`src/rtl/core/serial_loaded_bank_mapper_defines.svh`:
```
// ----------------------------------------------------------------------------
// serial loaded bank mapper assertion macros
// shared concurrent assertion forms for the mapper modules
// ----------------------------------------------------------------------------
`ifndef SERIAL_LOADED_BANK_MAPPER_DEFINES_SVH
`define SERIAL_LOADED_BANK_MAPPER_DEFINES_SVH

// consequent checked in the same cycle as the antecedent
`define SLBM_ASSERT_SAME(label, clk, rst, ante, cons, msg) \
   label: assert property (@(posedge clk) disable iff (rst) (ante) |-> (cons)) \
      else $error(msg);

// consequent checked in the cycle after the antecedent
`define SLBM_ASSERT_NEXT(label, clk, rst, ante, cons, msg) \
   label: assert property (@(posedge clk) disable iff (rst) (ante) |=> (cons)) \
      else $error(msg);

`endif

```
`src/rtl/core/slbm_pkg.sv`:
```
// ----------------------------------------------------------------------------
// slbm_pkg
// types and fixed codes shared by the bank mapper modules
// ----------------------------------------------------------------------------
package slbm_pkg;

   // item operations
   localparam logic [1:0] OP_CPU_WRITE  = 2'd0;
   localparam logic [1:0] OP_CPU_LOOKUP = 2'd1;
   localparam logic [1:0] OP_PPU_LOOKUP = 2'd2;

   // lookup targets
   localparam logic [2:0] TGT_NONE    = 3'd0;
   localparam logic [2:0] TGT_PRG_ROM = 3'd1;
   localparam logic [2:0] TGT_PRG_RAM = 3'd2;
   localparam logic [2:0] TGT_CHR_ROM = 3'd3;
   localparam logic [2:0] TGT_CHR_RAM = 3'd4;

   // csr indexes
   localparam int CSR_INDEX_W = 3;
   localparam int CSR_DATA_W  = 8;
   localparam logic [CSR_INDEX_W-1:0] CSR_PRG_BANK_COUNT  = 3'd0;
   localparam logic [CSR_INDEX_W-1:0] CSR_CHR_BANK_COUNT  = 3'd1;
   localparam logic [CSR_INDEX_W-1:0] CSR_CHR_RAM_PRESENT = 3'd2;
   localparam logic [CSR_INDEX_W-1:0] CSR_INITIAL_MIRROR  = 3'd3;
   localparam logic [CSR_INDEX_W-1:0] CSR_CYCLE_STEP      = 3'd4;

   // serial register select, address bits 15..13
   localparam logic [2:0] SEL_CONTROL  = 3'b100;
   localparam logic [2:0] SEL_CHR_LOW  = 3'b101;
   localparam logic [2:0] SEL_CHR_HIGH = 3'b110;
   localparam logic [2:0] SEL_PRG_BANK = 3'b111;

   // control bits forced by a reset write
   localparam logic [4:0] CONTROL_FORCE = 5'h0C;

   // remainder unit: one dividend bit per step
   localparam int                   DIV_CNT_W = 3;
   localparam logic [DIV_CNT_W-1:0] DIV_STEPS = 3'd5;

   typedef struct packed {
      logic [1:0]  op;
      logic [15:0] addr;
      logic [7:0]  data;
      logic [31:0] cycle;
   } req_type;

   typedef struct packed {
      logic [2:0]  target;
      logic [17:0] target_offset;
      logic        writable;
      logic [1:0]  nt_mirror;
      logic        write_ignored;
      logic        write_through;
   } rsp_type;

   typedef struct packed {
      logic load_item;
      logic div_load;
      logic div_step;
      logic finish;
   } cmd_type;

   typedef struct packed {
      logic div_done;
   } status_type;

endpackage

```
`src/rtl/core/slbm_ctrl.sv`:
```
// ----------------------------------------------------------------------------
// slbm_ctrl
// sequencer: accept, operand prep, remainder steps, state update
// ----------------------------------------------------------------------------
`include "serial_loaded_bank_mapper_defines.svh"

module slbm_ctrl
   import slbm_pkg::*;
(
   input  logic       clock,
   input  logic       reset,
   input  logic       start,
   output logic       busy,
   input  status_type status,
   output cmd_type    cmd
);

   localparam logic [1:0] ST_IDLE   = 2'd0;
   localparam logic [1:0] ST_PREP   = 2'd1;
   localparam logic [1:0] ST_DIV    = 2'd2;
   localparam logic [1:0] ST_FINISH = 2'd3;

   logic [1:0] state_ff;
   logic [1:0] state_in;

   always_comb begin
      state_in = state_ff;
      case (state_ff)
         ST_IDLE: begin
            if (start) state_in = ST_PREP;
         end
         ST_PREP:   state_in = ST_DIV;
         ST_DIV: begin
            if (status.div_done) state_in = ST_FINISH;
         end
         ST_FINISH: state_in = ST_IDLE;
         default:   state_in = ST_IDLE;
      endcase
   end

   always_ff @(posedge clock) begin
      if (reset) begin
         state_ff <= ST_IDLE;
      end else begin
         state_ff <= state_in;
      end
   end

   assign busy          = (state_ff != ST_IDLE);
   assign cmd.load_item = start && (state_ff == ST_IDLE);
   assign cmd.div_load  = (state_ff == ST_PREP);
   assign cmd.div_step  = (state_ff == ST_DIV) && !status.div_done;
   assign cmd.finish    = (state_ff == ST_FINISH);

   `SLBM_ASSERT_SAME(a_cmd_onehot, clock, reset, 1'b1, $onehot0(cmd), "overlapping commands")
   `SLBM_ASSERT_NEXT(a_accept_to_prep, clock, reset, start && !busy, state_ff == ST_PREP,
      "accepted item did not enter prep")
   `SLBM_ASSERT_NEXT(a_finish_frees, clock, reset, cmd.finish, !busy,
      "block still busy after finish")

endmodule

```
`src/rtl/core/slbm_dpath.sv`:
```
// ----------------------------------------------------------------------------
// slbm_dpath
// mapper registers, bank select, remainder unit and result register
// ----------------------------------------------------------------------------
`include "serial_loaded_bank_mapper_defines.svh"

module slbm_dpath
   import slbm_pkg::*;
(
   input  logic                   clock,
   input  logic                   reset,
   input  cmd_type                cmd,
   output status_type             status,
   input  req_type                req_payload,
   input  logic                   csr_we,
   input  logic [CSR_INDEX_W-1:0] csr_index,
   input  logic [CSR_DATA_W-1:0]  csr_data,
   output logic                   rsp_valid,
   output rsp_type                rsp_payload
);

   // latched item
   req_type item_ff;

   // csr
   logic [4:0] prg_count_ff;
   logic [5:0] chr_count_ff;
   logic       chr_ram_ff;
   logic [7:0] step_ff;

   // mapper state
   logic [4:0]  shift_bits_ff,  shift_bits_in;
   logic [2:0]  shift_count_ff, shift_count_in;
   logic [4:0]  control_ff,     control_in;
   logic [1:0]  prg_mode_ff,    prg_mode_in;
   logic        chr_mode_ff,    chr_mode_in;
   logic [4:0]  chr_low_ff,     chr_low_in;
   logic [4:0]  chr_high_ff,    chr_high_in;
   logic [3:0]  prg_bank_ff,    prg_bank_in;
   logic [1:0]  mirror_ff,      mirror_in;
   logic [31:0] last_cycle_ff,  last_cycle_in;
   logic [1:0]  mirror_fin;

   // remainder unit
   logic [4:0]           div_num_ff,  div_num_in;
   logic [5:0]           div_rem_ff,  div_rem_in;
   logic [5:0]           div_den_ff;
   logic [4:0]           div_raw_ff;
   logic                 div_bypass_ff;
   logic [DIV_CNT_W-1:0] div_cnt_ff;
   logic [6:0]           div_trial;
   logic [4:0]           wrapped;

   // operand select
   logic [4:0] shift_next;
   logic [4:0] prg_pre;
   logic [4:0] chr_pre;
   logic [4:0] opnd_num;
   logic [5:0] opnd_den;
   logic [4:0] commit_val;

   rsp_type rsp_ff, rsp_in;
   logic    rsp_valid_ff;

   always_ff @(posedge clock) begin
      if (cmd.load_item) item_ff <= req_payload;
   end

   // ---------------- operand prep ----------------
   assign shift_next = {item_ff.data[0], shift_bits_ff[4:1]};

   always_comb begin
      prg_pre = 5'd0;
      case (prg_mode_ff)
         2'd0, 2'd1: begin
            prg_pre = item_ff.addr[14] ? {1'b0, prg_bank_ff[3:1], 1'b1}
                                       : {1'b0, prg_bank_ff[3:1], 1'b0};
         end
         2'd2: begin
            prg_pre = item_ff.addr[14] ? {1'b0, prg_bank_ff} : 5'd0;
         end
         default: begin
            // fixed last bank in the upper window
            if (!item_ff.addr[14]) prg_pre = {1'b0, prg_bank_ff};
            else if (prg_count_ff != 5'd0) prg_pre = prg_count_ff - 5'd1;
            else prg_pre = 5'd0;
         end
      endcase
   end

   always_comb begin
      if (!chr_mode_ff) begin
         chr_pre = item_ff.addr[12] ? {chr_low_ff[4:1], 1'b1} : {chr_low_ff[4:1], 1'b0};
      end else begin
         chr_pre = item_ff.addr[12] ? chr_high_ff : chr_low_ff;
      end
   end

   always_comb begin
      case (item_ff.op)
         OP_CPU_LOOKUP: begin
            opnd_num = prg_pre;
            opnd_den = {1'b0, prg_count_ff};
         end
         OP_PPU_LOOKUP: begin
            opnd_num = chr_pre;
            opnd_den = chr_count_ff;
         end
         default: begin
            opnd_num = shift_next;
            opnd_den = chr_count_ff;
         end
      endcase
   end

   // ---------------- remainder unit ----------------
   assign div_trial = ({div_rem_ff, div_num_ff[4]} >= {1'b0, div_den_ff})
                    ? ({div_rem_ff, div_num_ff[4]} - {1'b0, div_den_ff})
                    : {div_rem_ff, div_num_ff[4]};
   assign div_rem_in = div_trial[5:0];
   assign div_num_in = {div_num_ff[3:0], 1'b0};

   always_ff @(posedge clock) begin
      if (cmd.div_load) begin
         div_num_ff    <= opnd_num;
         div_raw_ff    <= opnd_num;
         div_den_ff    <= opnd_den;
         div_bypass_ff <= (opnd_den == 6'd0);
         div_rem_ff    <= 6'd0;
         div_cnt_ff    <= '0;
      end else if (cmd.div_step) begin
         div_num_ff <= div_num_in;
         div_rem_ff <= div_rem_in;
         div_cnt_ff <= div_cnt_ff + DIV_CNT_W'(1);
      end
   end

   assign status.div_done = (div_cnt_ff == DIV_STEPS);
   // zero count skips the wrap
   assign wrapped = div_bypass_ff ? div_raw_ff : div_rem_ff[4:0];

   // ---------------- item effect ----------------
   always_comb begin
      shift_bits_in  = shift_bits_ff;
      shift_count_in = shift_count_ff;
      control_in     = control_ff;
      prg_mode_in    = prg_mode_ff;
      chr_mode_in    = chr_mode_ff;
      chr_low_in     = chr_low_ff;
      chr_high_in    = chr_high_ff;
      prg_bank_in    = prg_bank_ff;
      mirror_fin     = mirror_ff;
      last_cycle_in  = last_cycle_ff;
      commit_val     = control_ff | CONTROL_FORCE;

      rsp_in               = '0;
      rsp_in.target        = TGT_NONE;
      rsp_in.write_through = 1'b1;

      case (item_ff.op)
         OP_CPU_WRITE: begin
            if (item_ff.addr[15]) begin
               last_cycle_in = item_ff.cycle;
               if (item_ff.data[7]) begin
                  control_in     = commit_val;
                  mirror_fin     = commit_val[1:0];
                  prg_mode_in    = commit_val[3:2];
                  chr_mode_in    = commit_val[4];
                  shift_bits_in  = 5'd0;
                  shift_count_in = 3'd0;
               end else if (item_ff.cycle == last_cycle_ff + {24'd0, step_ff}) begin
                  rsp_in.write_ignored = 1'b1;
               end else if (shift_count_ff == 3'd4) begin
                  // fifth bit commits
                  shift_bits_in  = 5'd0;
                  shift_count_in = 3'd0;
                  case (item_ff.addr[15:13])
                     SEL_CONTROL: begin
                        control_in  = shift_next;
                        mirror_fin  = shift_next[1:0];
                        prg_mode_in = shift_next[3:2];
                        chr_mode_in = shift_next[4];
                     end
                     SEL_CHR_LOW:  chr_low_in  = wrapped;
                     SEL_CHR_HIGH: chr_high_in = wrapped;
                     SEL_PRG_BANK: prg_bank_in = shift_next[3:0];
                     default: ;
                  endcase
               end else begin
                  shift_bits_in  = shift_next;
                  shift_count_in = shift_count_ff + 3'd1;
               end
            end
         end
         OP_CPU_LOOKUP: begin
            if (item_ff.addr[15:13] == 3'b011) begin
               rsp_in.target        = TGT_PRG_RAM;
               rsp_in.target_offset = {5'd0, item_ff.addr[12:0]};
               rsp_in.writable      = 1'b1;
            end else if (item_ff.addr[15]) begin
               rsp_in.target        = TGT_PRG_ROM;
               rsp_in.target_offset = {wrapped[3:0], item_ff.addr[13:0]};
            end
         end
         OP_PPU_LOOKUP: begin
            if (item_ff.addr[15:13] == 3'b000) begin
               if (chr_ram_ff) begin
                  rsp_in.target        = TGT_CHR_RAM;
                  rsp_in.target_offset = {5'd0, item_ff.addr[12:0]};
                  rsp_in.writable      = 1'b1;
               end else begin
                  rsp_in.target        = TGT_CHR_ROM;
                  rsp_in.target_offset = {1'b0, wrapped, item_ff.addr[11:0]};
               end
            end
         end
         default: ;
      endcase
      rsp_in.nt_mirror = mirror_fin;
   end

   always_comb begin
      if (csr_we && (csr_index == CSR_INITIAL_MIRROR)) mirror_in = csr_data[1:0];
      else if (cmd.finish) mirror_in = mirror_fin;
      else mirror_in = mirror_ff;
   end

   always_ff @(posedge clock) begin
      if (reset) begin
         prg_count_ff   <= 5'd8;
         chr_count_ff   <= 6'd2;
         chr_ram_ff     <= 1'b0;
         step_ff        <= 8'd12;
         shift_bits_ff  <= 5'd0;
         shift_count_ff <= 3'd0;
         control_ff     <= 5'd0;
         prg_mode_ff    <= 2'd3;
         chr_mode_ff    <= 1'b0;
         chr_low_ff     <= 5'd0;
         chr_high_ff    <= 5'd0;
         prg_bank_ff    <= 4'd0;
         mirror_ff      <= 2'd3;
         last_cycle_ff  <= 32'd0;
         rsp_valid_ff   <= 1'b0;
      end else begin
         mirror_ff    <= mirror_in;
         rsp_valid_ff <= cmd.finish;
         if (csr_we) begin
            case (csr_index)
               CSR_PRG_BANK_COUNT:  prg_count_ff   <= csr_data[4:0];
               CSR_CHR_BANK_COUNT:  chr_count_ff   <= csr_data[5:0];
               CSR_CHR_RAM_PRESENT: chr_ram_ff     <= csr_data[0];
               // loads the live mirroring through mirror_in
               CSR_INITIAL_MIRROR:  ;
               CSR_CYCLE_STEP:      step_ff        <= csr_data;
               default: ;
            endcase
         end
         if (cmd.finish) begin
            shift_bits_ff  <= shift_bits_in;
            shift_count_ff <= shift_count_in;
            control_ff     <= control_in;
            prg_mode_ff    <= prg_mode_in;
            chr_mode_ff    <= chr_mode_in;
            chr_low_ff     <= chr_low_in;
            chr_high_ff    <= chr_high_in;
            prg_bank_ff    <= prg_bank_in;
            last_cycle_ff  <= last_cycle_in;
         end
      end
   end

   always_ff @(posedge clock) begin
      if (cmd.finish) rsp_ff <= rsp_in;
   end

   assign rsp_valid   = rsp_valid_ff;
   assign rsp_payload = rsp_ff;

   `SLBM_ASSERT_SAME(a_shift_count_range, clock, reset, 1'b1, shift_count_ff <= 3'd4,
      "shift count passed the commit point")
   `SLBM_ASSERT_NEXT(a_finish_strobes, clock, reset, cmd.finish, rsp_valid_ff,
      "finish without result strobe")
   `SLBM_ASSERT_SAME(a_chr_bank_wrapped, clock, reset,
      (rsp_valid_ff && (rsp_ff.target == TGT_CHR_ROM) && (chr_count_ff != 6'd0)),
      ({1'b0, rsp_ff.target_offset[16:12]} < chr_count_ff),
      "chr bank not wrapped below bank count")

endmodule

```
`src/rtl/core/serial_loaded_bank_mapper.sv`:
```
// ----------------------------------------------------------------------------
// serial_loaded_bank_mapper
// cartridge bank mapper with a five-bit serial register port and address lookup
// ----------------------------------------------------------------------------
//  channel  ports                      beat taken when
//  req      start, busy, req_payload   start high and busy low
//  rsp      rsp_valid, rsp_payload     every cycle rsp_valid is high
//  csr      csr_valid, csr_ready,      csr_valid and csr_ready high
//           csr_index, csr_data
//
//  every item runs from accept to result strobe through prep, five steps
//  of the bit-serial remainder unit (bank wrap modulo bank count), a check
//  that sees the unit done, and update
//  the result strobe comes in the cycle after the update; busy is already low
//  then, so a new item can be taken in that cycle; no item is taken while busy
//  synchronous reset restores all mapper and csr registers, no clearing pass
//  the receiver cannot stall; csr writes are taken only while idle
// ----------------------------------------------------------------------------
module serial_loaded_bank_mapper
   import slbm_pkg::*;
(
   input  logic                   clock,
   input  logic                   reset,
   // item in
   input  logic                   start,
   output logic                   busy,
   input  req_type                req_payload,
   // result out
   output logic                   rsp_valid,
   output rsp_type                rsp_payload,
   // csr write
   input  logic                   csr_valid,
   output logic                   csr_ready,
   input  logic [CSR_INDEX_W-1:0] csr_index,
   input  logic [CSR_DATA_W-1:0]  csr_data
);

   cmd_type    cmd;
   status_type status;
   logic       csr_we;

   // csr beats only between items
   assign csr_ready = !busy;
   assign csr_we    = csr_valid && csr_ready;

   // sequencer
   slbm_ctrl u_ctrl (
      .clock  (clock),
      .reset  (reset),
      .start  (start),
      .busy   (busy),
      .status (status),
      .cmd    (cmd)
   );

   // registers, bank select, remainder unit, result register
   slbm_dpath u_dpath (
      .clock       (clock),
      .reset       (reset),
      .cmd         (cmd),
      .status      (status),
      .req_payload (req_payload),
      .csr_we      (csr_we),
      .csr_index   (csr_index),
      .csr_data    (csr_data),
      .rsp_valid   (rsp_valid),
      .rsp_payload (rsp_payload)
   );

endmodule
```
`config.mk`:
```
export PLATFORM = sky130hd
export DESIGN_NAME = serial_loaded_bank_mapper
export DESIGN_NICKNAME = d
export VERILOG_FILES = /design/src/rtl/core/slbm_pkg.sv /design/src/rtl/core/slbm_ctrl.sv /design/src/rtl/core/slbm_dpath.sv /design/src/rtl/core/serial_loaded_bank_mapper.sv
export VERILOG_INCLUDE_DIRS = /design/src /design/src/rtl/core
export SDC_FILE = /design/constraint.sdc
export NUM_CORES = 1
export LEC_CHECK = 0
export ABC_AREA = 1
export CORE_UTILIZATION = 55
export CTS_CLUSTER_SIZE = 8
export DETAILED_ROUTE_END_ITERATION = 6
export DONT_BUFFER_PORTS = 1
export HOLD_SLACK_MARGIN = 0.08
export PLACE_DENSITY = 0.85
export SLEW_MARGIN = 20
export SYNTH_ARGS = -nofsm -noshare
export SYNTH_HDL_FRONTEND = slang
export SYNTH_SLANG_ARGS = --single-unit
```
`constraint.sdc`:
```
create_clock -name clock -period 2.24 [get_ports clock]
set_input_delay 0.448 -clock clock [delete_from_list [all_inputs] [get_ports clock]]
set_output_delay 0.448 -clock clock [all_outputs]
set_load 0.05 [all_outputs]
```
==> results of run 1 <==
==> power by group through the flow <==
| stage | sequential (mW) | clock, mW | combinational [mW] |
|---|---|---|---|
| after floorplan | 4.73 | 0 | 1.65 |
| after global placement | 4.84 | 0 | 2.14 |
| after detailed placement | 4.86 | 0 | 2.21 |
| after CTS | 4.80 | 2.84 | 2.32 |
| after global routing | 4.86 | 2.99 | 2.66 |
| final | 4.81 | 2.81 | 2.41 |
==> routing by layer <==
layer	share of wire [%]	wire length, µm	track usage [%]
met1	43	9950	34.2
met4	2.6	614	10.7
met3	7.1	1660	6.47
met2	47	11000	43.9
met5	0	0	0
==> what timing repair did <==
action                                  4_1_cts  5_1_grt
hold endpoints to repair                      8        0
buffers inserted                              2        6
cloned                                        2        0
gates resized for setup                      40       39
endpoints found under the setup margin       32       36
pin swaps                                    16       18
hold buffers                                  3        0
==> layout make-up <==
type	count	share of cell area [%]
multi-input combinational	787	39.8
timing repair buffer	78	5.79
antenna	1	0.0221
inverter	166	5.64
clock buffer	21	3.90
timing repair inverter	1	0.0554
tap	220	2.44
sequential	187	41.5
clock inverter	11	0.875
==> cell usage after synthesis (all sizes together) (2+ instances only) <==
master	number	area share (%)
nand2	251	11
inv	166	6.6
nor2	161	6.6
edfxtp	94	30
dfxtp	93	20
o21ai	89	4.7
nand3	81	4.7
a21oi	49	2.6
ha	26	3.4
xnor2	25	2.3
clkbuf	21	0.84
xor2	21	1.9
nor3	18	1.1
nand4	16	1.1
o22ai	8	0.53
a31oi	6	0.39
buf	6	0.37
o211ai	6	0.47
or2	5	0.33
nor4	4	0.26
a221oi	3	0.28
o221ai	3	0.28
fa	2	0.42
nand3b	2	0.16
nor3b	2	0.26
==> worst max path at each step <==
stage / startpoint / to / slack [ns]
floorplan: u_dpath.step_ff[0] / u_dpath.control_ff[1] / -0.14
global placement: u_dpath.step_ff[2] / u_dpath.control_ff[1] / -0.42
detailed placement: u_dpath.step_ff[2] / u_dpath.control_ff[4] / -0.53
CTS: u_dpath.last_cycle_ff[0] / u_dpath.control_ff[4] / -0.37
global route: u_dpath.last_cycle_ff[5] / u_dpath.control_ff[0] / -0.64
finish: u_dpath.last_cycle_ff[0] / u_dpath.shift_count_ff[1] / -0.43
==> flip-flops by register name (all words and copies together), names as in the netlist, 2 cells and up <==
name and cells:
u_dpath.prg_mode_ff 2, u_dpath.div_raw_ff 5, u_dpath.step_ff 8, u_dpath.div_num_ff 5, u_dpath.mirror_ff 2, u_dpath.shift_bits_ff 4, u_dpath.chr_low_ff 5, u_dpath.div_den_ff 6
u_dpath.shift_count_ff 3, u_dpath.div_rem_ff 6, u_dpath.rsp_payload 25, u_dpath.prg_bank_ff 4, u_dpath.chr_high_ff 5, u_dpath.prg_count_ff 5, u_dpath.item_ff 52, u_ctrl.state_ff 2
u_dpath.chr_count_ff 6, u_dpath.last_cycle_ff 32, u_dpath.control_ff 3, u_dpath.div_cnt_ff 3
==> cell families after synthesis <==
family / count (synthesis)
adders and majority gates: 28
other: 1
AOI/OAI and AO/OA: 169
and+or+nand+nor: 542
xor gates and xnor gates: 46
DFF: 187
buffers and inverters: 193
==> worst reg2reg max path: stages, from the launching register on <==
cell     delay, ns
dfxtp_2       0.34
ha_4          0.16
fa_2          0.41
nand2_2       0.09
nand3_2       0.08
buf_4         0.14
nand2_1       0.06
xor2_1        0.08
nor2_1        0.15
nand4_1       0.24
nor2_4        0.23
nand3_4       0.13
nand2_4       0.13
inv_8         0.08
buf_4         0.14
nand3_2       0.04
a21oi_1       0.06
==> metrics by stage <==
step                hold WS (ns)  power (mW)
floorplan                  0.424        6.38
global placement           0.437        6.98
detailed placement         0.444        7.07
CTS                       0.0859        9.97
global route              0.0846        10.5
finish                    0.0943        10.0
==> impl_metrics.env, run 1 <==
export IMPL_path_delay_family="simple AND/OR/NAND/NOR gates"
export IMPL_path_class="reg -> reg"
export IMPL_fillers=1246
export IMPL_ir_drop_mv=0.759
export IMPL_io_pins=102
export IMPL_grt_pass1_wl_um=37400
export IMPL_design_area_um2=11300
export IMPL_crit_path_cell_trace="ha_4 > fa_2 > nand2_2 > nand3_2 > buf_4 > nand2_1 > xor2_1 > nor2_1 > nand4_1 > nor2_4 > nand3_4 > nand2_4 > inv_8 > buf_4 > nand3_2 > a21oi_1"
export IMPL_drv_slew=0
export IMPL_worstPathMaxFanout=5
export IMPL_synth_simple_area_share_pct=25.2
export IMPL_register_area_um2=4690
export IMPL_drc=0
export IMPL_final_cell_mix="217 x nand2_1, 160 x inv_1, 140 x nor2_1"
export IMPL_syn_area_per_cell_um2=8.16
export IMPL_num_rows=47
export IMPL_synthesis_nets=1267
export IMPL_p_int_mw=6.65
export IMPL_synth_area_um2=9510
export IMPL_skew_ns=0.00743
export IMPL_wire_per_inst_um=15.8
export IMPL_drive_gt1_share_pct=17.5
export IMPL_coreArea_um2=16800
export IMPL_io_buffers=0
export IMPL_initial_core_util_pct=56.8
export IMPL_ctsHtreeMaxLevel=4
export IMPL_violations="setup timing"
export IMPL_layout_cells_non_filler=1472
export IMPL_synth_seq_cells=187
export IMPL_cts_made_buffers=17
export IMPL_yosysWarnings=0
export IMPL_ys_async_sr_fraction_pct=0
export IMPL_cp_start_kind="register"
export IMPL_dp_cells=1426
export IMPL_synth_ff_type="edfxtp_1"
export IMPL_final_common_cell="nand2_1"
export IMPL_r2r_slack_ns=-0.43
export IMPL_cts_num_sinks=187
export IMPL_antenna_found_initial=1
export IMPL_clockRootBuffer="clkbuf_16"
export IMPL_routed_wirelength_um=23200
export IMPL_fin_ws_ns=-0.430
export IMPL_drtAntennaViolNets=0
export IMPL_finalSetupViolations=32
export IMPL_grt_pass1_vias=7728
export IMPL_fin_util_pct=67.4
export IMPL_rr_worst_depth=16
export IMPL_dpl_hpwl_um=16300
export IMPL_power_density_nw_per_um2=887
export IMPL_max_cap_violations=0
export IMPL_seq_power_share_pct=48.0
export IMPL_placed_area_um2=10300
export IMPL_synth_compound_area_share_pct=9.61
export IMPL_grt_usage_pct=26.8
export IMPL_syn2layout_area_growth_pct=18.8
export IMPL_r2r_end="u_dpath.shift_count_ff[1]"
export IMPL_required_ns=2.55
export IMPL_fmax_mhz=375
export IMPL_drtIter0Drc=659
export IMPL_yosys_area_share_xor_xnor_pct=4.23
export IMPL_crit_cells=16
export IMPL_first_pass_iters=5
export IMPL_whs_endpoint="u_dpath.chr_ram_ff"
export IMPL_hold_violations=0
export IMPL_min_delay_start="reset"
export IMPL_end_kind="register"
export IMPL_ys_seq_area_share_pct=49.2
export IMPL_grt_max_degree=71
export IMPL_die_h_um=134
export IMPL_hold_class="in -> reg"
export IMPL_overflow=0
export IMPL_worst_skew_pair_late_latency_ns=0.43
export IMPL_switchingPower_mw=3.37
export IMPL_worst_slew_pin_slew_ns=0.622
export IMPL_synth_top_family_by_area="simple AND/OR/NAND/NOR gates"
export IMPL_dieArea_um2=17800
export IMPL_dp_slack_ns=-0.527
export IMPL_status="complete, but fails checks"
export IMPL_leakage_nw=4.80
export IMPL_cts_max_path_buffers=2
export IMPL_vias_per_cell=5.46
export IMPL_synth_edff_count=94
export IMPL_synth_adder_area_share_pct=3.84
export IMPL_min_period_ns=2.67
export IMPL_clkTransAtPathRegs_ns=0.07
export IMPL_r2r_start="u_dpath.last_cycle_ff[0]"
export IMPL_multi_input_area_um2=4490
export IMPL_layout_nets=1339
export IMPL_crit_buf_inv=3
export IMPL_gp_congestion=0.924
export IMPL_min_path_cells=1
export IMPL_power_frac_comb_pct=24.0
export IMPL_syn_instance_count=1166
export IMPL_tritoncts="built"
export IMPL_max_stage_delay_ns=0.41
export IMPL_p_clk_share_pct=28.0
export IMPL_tns_ns=-12.43
export IMPL_synthMuxAreaShare_pct=0
export IMPL_vias=8044
export IMPL_yosysUniqueCellTypes=49
export IMPL_worst_path_max_delay_cell="fa_2"
export IMPL_rsz0062_at_grt="yes"
export IMPL_slew_limit_headroom_pct=58.2
export IMPL_die_width_um=134
export IMPL_fin_crit_sh_pct=119
export IMPL_power_share_switching_pct=33.7
export IMPL_worstPathArrival_ns=2.98
Note: power is estimated with default switching activity, not from simulation.
==> inputs of run 2 (changes only) <==
Settings changed: CORE_MARGIN set to 4, CORE_UTILIZATION 55 to 49, PLACE_DENSITY 0.85 to 0.78.
==> run 2 against run 1 <==
Effect of this change:
- the run ends with DRC, setup timing left
- die area increased by 22%
- fmax fell by 3.4%
- sequential cell count is the same
- via count down 0.40%
- clock skew rose by 0.0097 ns
- final cell count up 3.3%
- core utilization fell by 7.0 points
- register-to-register slack worse by 0.09 ns
- clock power rose by 1%
==> impl_metrics.env, run 2 (synthesized netlist as in run 1, its figures left out) <==
export IMPL_initial_core_util_pct=50.4
export IMPL_skew_ns=0.0171
export IMPL_regMostFlops="u_dpath.item_ff"
export IMPL_grt_pass1_wl_um=37900
export IMPL_drc=2
export IMPL_hold_slack_ns=0.105
export IMPL_drtAntennaViolNets=0
export IMPL_io_pins=102
export IMPL_power_density_nw_per_um2=876
export IMPL_hold_violations=0
export IMPL_antenna_cells=0
export IMPL_grt_pass1_vias=7733
export IMPL_layout_cells_non_filler=1520
export IMPL_clkTransAtPathRegs_ns=0.07
export IMPL_slew_limit_headroom_pct=47.6
export IMPL_violations="DRC, setup timing"
export IMPL_worstPathMaxFanout=6
export IMPL_path_class="reg -> reg"
export IMPL_placed_area_um2=10300
export IMPL_drive_gt1_share_pct=16.7
export IMPL_coreArea_um2=18900
export IMPL_drv_slew=0
export IMPL_multi_input_area_um2=4450
export IMPL_overflow=0
export IMPL_vias=8012
export IMPL_grt_max_degree=70
export IMPL_die_h_um=147
export IMPL_status="complete, but fails checks"
export IMPL_end_kind="register"
export IMPL_grt_usage_pct=21.8
export IMPL_ctsHtreeMaxLevel=4
export IMPL_wire_per_inst_um=15.5
export IMPL_syn2layout_area_growth_pct=20.0
export IMPL_grtUsageMet2_pct=35.7
export IMPL_critPathMostFrequentCell="nand2_1"
export IMPL_cts_made_buffers=17
export IMPL_busiest_layer="met2"
export IMPL_final_common_cell="nand2_1"
export IMPL_fin_ws_ns=-0.524
export IMPL_max_cap_violations=0
export IMPL_num_rows=50
export IMPL_largest_reg_flops=52
export IMPL_gr_usage_met1_pct=28.1
export IMPL_dp_slack_ns=-0.510
export IMPL_worst_slew_pin_slew_ns=0.777
export IMPL_min_period_ns=2.76
export IMPL_dp_cells=1462
export IMPL_io_buffers=0
export IMPL_gp_congestion=0.927
export IMPL_layout_nets=1348
export IMPL_max_stage_delay_ns=0.39
export IMPL_hold_class="in -> reg"
export IMPL_ir_drop_mv=0.554
export IMPL_rsz0062_at_grt="yes"
export IMPL_tritoncts="built"
export IMPL_path_delay_family="simple AND/OR/NAND/NOR gates"
export IMPL_fin_util_pct=60.4
export IMPL_design_area_um2=11400
export IMPL_register_area_um2=4690
export IMPL_fmax_mhz=362
export IMPL_final_cell_mix="214 x nand2_1, 158 x inv_1, 142 x nor2_1"
export IMPL_cts_max_path_buffers=2
export IMPL_finalSetupViolations=32
export IMPL_grtUsageMet3_pct=5.06
export IMPL_vias_per_cell=5.27
export IMPL_drtIter0Drc=520
export IMPL_fin_crit_sh_pct=123
export IMPL_die_width_um=147
export IMPL_routed_wirelength_um=23500
export IMPL_crit_buf_inv=3
export IMPL_worst_skew_pair_late_latency_ns=0.44
export IMPL_worst_path_max_delay_cell="fa_2"
export IMPL_worstPathArrival_ns=3.09
export IMPL_dpl_hpwl_um=16500
export IMPL_cp_start_kind="register"
export IMPL_required_ns=2.57
export IMPL_dieArea_um2=21700
export IMPL_first_pass_iters=7
export IMPL_crit_path_cell_trace="ha_4 > fa_2 > nand3_1 > nand3_2 > buf_4 > nand3_1 > nand2_1 > nand2_1 > inv_1 > nor2_1 > nand2_2 > nor2_4 > nand3_4 > nand2_8 > clkinv_8 > nand3_4 > nand2_1 > nand2_1 > nor2_1"
export IMPL_clockRootBuffer="clkbuf_16"
export IMPL_leakage_nw=4.86
export IMPL_fillers=1593
export IMPL_antenna_found_initial=1
export IMPL_cts_num_sinks=187
-- run 2: changes by cell type in the layout (fill, tap and decap cells not counted), moves of 3 or more --
cell / delta
buf_6: +3
nor3_1: +3
dlygate4sd3_1: +14
buf_4: -6
nor3_2: -3
nand2_2: +3
nand2_1: -3
-- run 2: final timing paths --
| path | from | end | cells after the start | slack, ns |
|---|---|---|---|---|
| max | u_dpath.step_ff[0] | u_dpath.control_ff[1] | 19 | -0.52 |
| min | req_payload[12] | u_dpath.item_ff[12] | 0 | 0.10 |
| max reg2reg | u_dpath.step_ff[0] | u_dpath.control_ff[1] | 19 | -0.52 |
| min reg2reg | u_dpath.div_cnt_ff[2] | u_dpath.div_cnt_ff[2] | 1 | 0.45 |
-- run 2: stage by stage --
step	power, mW	setup TNS [ns]
detailed placement	7.05	-13.87
global route	10.6	-19.34
global placement	6.98	-11.97
CTS	9.97	-10.91
floorplan	6.38	-2.37
finish	10.0	-13.94
-- run 2: power by group --
group | internal (mW) | switching (mW)
clock | 1.56 | 1.29
sequential | 4.27 | 0.535
combinational | 0.841 | 1.51
-- run 2: repair_timing --
action                     in CTS  in global routing
pin swaps                      17                  4
hold endpoints to repair        9                 23
setup endpoints to repair      32                 35
buffers inserted                6                  2
gates cloned                    1                  0
resized for setup              57                 23
hold buffers                    1                 16
-- run 2: area by class of cell --
| class | count | share of cell area [%] |
|---|---|---|
| well taps | 260 | 2.85 |
| repair inverters | 1 | 0.0548 |
| clock inverters | 10 | 0.822 |
| multi-input cells | 786 | 38.9 |
| flip-flops and latches | 187 | 41.1 |
| repair buffers | 88 | 6.68 |
| inverters | 166 | 5.62 |
| clock buffers | 22 | 3.98 |
-- run 2: routing by layer --
layer / routed length (µm) / part of all wire [%]
met1: 10300 / 44
met3: 1530 / 6.5
met2: 11100 / 47
met4: 586 / 2.5
met5: 13 / 0.055
==> inputs of run 3 (changes only) <==
Settings changed: CORE_ASPECT_RATIO set to 1.4.
==> run 3 against run 2 <==
Effect of this change:
- the flow finishes with violations (setup timing)
- sequential power is essentially flat
- critical endpoint is now u_dpath.chr_mode_ff
- critical path depth is the same
- clock-buffer cell count shrank 2
- non-clock buffer count grew 49
- routed wire length grew 8.2%
- register-to-register slack gained 0.06 ns
- core utilization grew 2.5 points
- critical path type unchanged
- sequential cell count is the same
- via count grew 3.3%
- fmax grew 2.0%
- cell area grew 5.5%
==> impl_metrics.env, run 3 (synthesized netlist as in run 1, its figures left out) <==
export IMPL_first_pass_iters=5
export IMPL_rsz0062_at_grt="yes"
export IMPL_drc=0
export IMPL_antenna_found_initial=0
export IMPL_tritoncts="built"
export IMPL_power_share_switching_pct=33.8
export IMPL_dp_cells=1470
export IMPL_die_width_um=126
export IMPL_tns_ns=-13.34
export IMPL_r2r_slack_ns=-0.47
export IMPL_final_common_cell="nand2_1"
export IMPL_drtIter0Drc=531
export IMPL_power_frac_comb_pct=24.1
export IMPL_p_int_mw=6.72
export IMPL_regMostFlops="u_dpath.item_ff"
export IMPL_clkTransAtPathRegs_ns=0.07
export IMPL_path_class="reg -> reg"
export IMPL_ir_drop_mv=0.519
export IMPL_antenna_cells=0
export IMPL_fin_ws_ns=-0.469
export IMPL_cp_start_kind="register"
export IMPL_syn2layout_area_growth_pct=26.6
export IMPL_required_ns=2.58
export IMPL_ctsHtreeMaxLevel=4
export IMPL_cts_num_sinks=187
export IMPL_vias=8274
export IMPL_final_cell_mix="200 x nand2_1, 151 x inv_1, 140 x nor2_1"
export IMPL_hold_class="in -> reg"
export IMPL_leakage_nw=5.15
export IMPL_grt_pass1_vias=8218
export IMPL_max_cap_violations=0
export IMPL_status="complete, but fails checks"
export IMPL_gp_congestion=0.912
export IMPL_layout_nets=1398
export IMPL_grt_max_degree=53
export IMPL_grtUsageMet3_pct=4.42
export IMPL_drv_slew=0
export IMPL_cts_max_path_buffers=2
export IMPL_largest_reg_flops=52
export IMPL_fillers=1536
export IMPL_vias_per_cell=5.31
export IMPL_end_kind="register"
export IMPL_fin_total_pwr_mw=10.2
export IMPL_fin_crit_sh_pct=121
export IMPL_drive_gt1_share_pct=22.6
export IMPL_finalSetupViolations=32
export IMPL_io_buffers=0
export IMPL_register_area_um2=4700
export IMPL_placed_area_um2=10400
export IMPL_io_pins=102
export IMPL_worst_skew_pair_late_latency_ns=0.44
export IMPL_num_rows=60
export IMPL_grt_usage_pct=22.4
export IMPL_busiest_layer="met2"
export IMPL_grt_pass1_wl_um=39500
export IMPL_clockRootBuffer="clkbuf_16"
export IMPL_design_area_um2=12000
export IMPL_power_density_nw_per_um2=843
export IMPL_p_clk_share_pct=28.6
export IMPL_hold_violations=0
export IMPL_dpl_hpwl_um=17600
export IMPL_violations="setup timing"
export IMPL_min_period_ns=2.71
export IMPL_worstPathMaxFanout=7
export IMPL_cts_made_buffers=17
export IMPL_initial_core_util_pct=49.7
export IMPL_routed_wirelength_um=25500
export IMPL_fmax_mhz=369
export IMPL_overflow=0
export IMPL_coreArea_um2=19100
export IMPL_switchingPower_mw=3.43
export IMPL_worstPathArrival_ns=3.05
export IMPL_dieArea_um2=21700
export IMPL_drtAntennaViolNets=0
export IMPL_multi_input_area_um2=4630
export IMPL_skew_ns=0.00920
export IMPL_die_h_um=173
export IMPL_slew_limit_headroom_pct=51.9
export IMPL_layout_cells_non_filler=1558
export IMPL_gr_usage_met1_pct=23.0
export IMPL_wire_per_inst_um=16.3
export IMPL_seq_power_share_pct=47.3
export IMPL_worst_slew_pin_slew_ns=0.714
export IMPL_grtUsageMet2_pct=42.6
## run 3: changes by cell type in the layout (fill, tap and decap cells not counted), moves of 5 or more
cell and change:
dfxtp_1 -12, inv_1 -7, nand3_2 +11, buf_6 +5, o21ai_2 +5, dlygate4sd3_1 +23, inv_2 +7, nand2_1 -14
o21ai_1 -6, nand2_4 +6, buf_4 +22, nand3_1 -11, dfxtp_2 +12, nand2_2 +9
## run 3: worst max-delay path: stages (launching register included)
cell      delay, ns
dfxtp_1        0.41
ha_1           0.29
nand3_2        0.11
nand3_2        0.11
buf_4          0.16
buf_4          0.12
nand3_1        0.08
nand3_1        0.10
nand3_1        0.10
nand2_1        0.07
nor2_2         0.14
nand2_2        0.08
nor2_4         0.15
buf_6          0.12
nand4_4        0.11
nand2_4        0.15
buf_6          0.15
o21bai_1       0.06
inv_1          0.05
nor2_1         0.03
## run 3: power groups by stage
stage,Clock [mW],Sequential (mW),Combinational (mW)
detailed placement,0,4.86,2.22
floorplan,0,4.73,1.65
global route,3.08,4.85,2.72
CTS,2.95,4.80,2.37
finish,2.90,4.80,2.45
global placement,0,4.84,2.13
## run 3: per-layer routing
| layer | vias to the layer above | share of wire [%] |
|---|---|---|
| met2 | 246 | 55 |
| met3 | 76 | 4.1 |
| met1 | 3874 | 36 |
| met4 | 0 | 4.6 |
| li1 | 4078 | - |
| met5 | - | 0 |
## run 3: area by class of cell
class / instances / share of cell area [%]
repair buffers: 137 / 9.92
clock buffers: 20 / 3.71
inverters: 166 / 5.34
clock inverters: 12 / 0.935
well taps: 248 / 2.58
flip-flops and latches: 187 / 39.0
multi-input cells: 787 / 38.4
repair inverters: 1 / 0.0519
## run 3: metrics by stage
stage | hold slack [ns] | setup slack, ns | util [%]
final | 0.102 | -0.469 | 62.9
after global routing | 0.0857 | -0.620 | 62.9
after CTS | 0.0474 | -0.360 | 60.9
after detailed placement | 0.443 | -0.528 | 54.4
after global placement | 0.436 | -0.486 | 54.4
after floorplan | 0.424 | -0.141 | -
## run 3: repair_timing
action | CTS | global route
setup endpoints to repair | 32 | 34
pin swaps | 23 | 20
hold buffers | 39 | 1
cloned | 1 | 1
endpoints found under the hold margin | 48 | 9
buffers inserted | 7 | 7
gates resized for setup | 58 | 89
## run 3: worst paths after layout
| check | start | to | cells past startpoint |
|---|---|---|---|
| worst max-delay path | u_dpath.step_ff[1] | u_dpath.chr_mode_ff | 19 |
| worst min-delay path | reset | u_dpath.rsp_valid | 1 |
| worst max register to register | u_dpath.step_ff[1] | u_dpath.chr_mode_ff | 19 |
| worst min register to register | u_dpath.div_cnt_ff[2] | u_dpath.div_cnt_ff[2] | 1 |
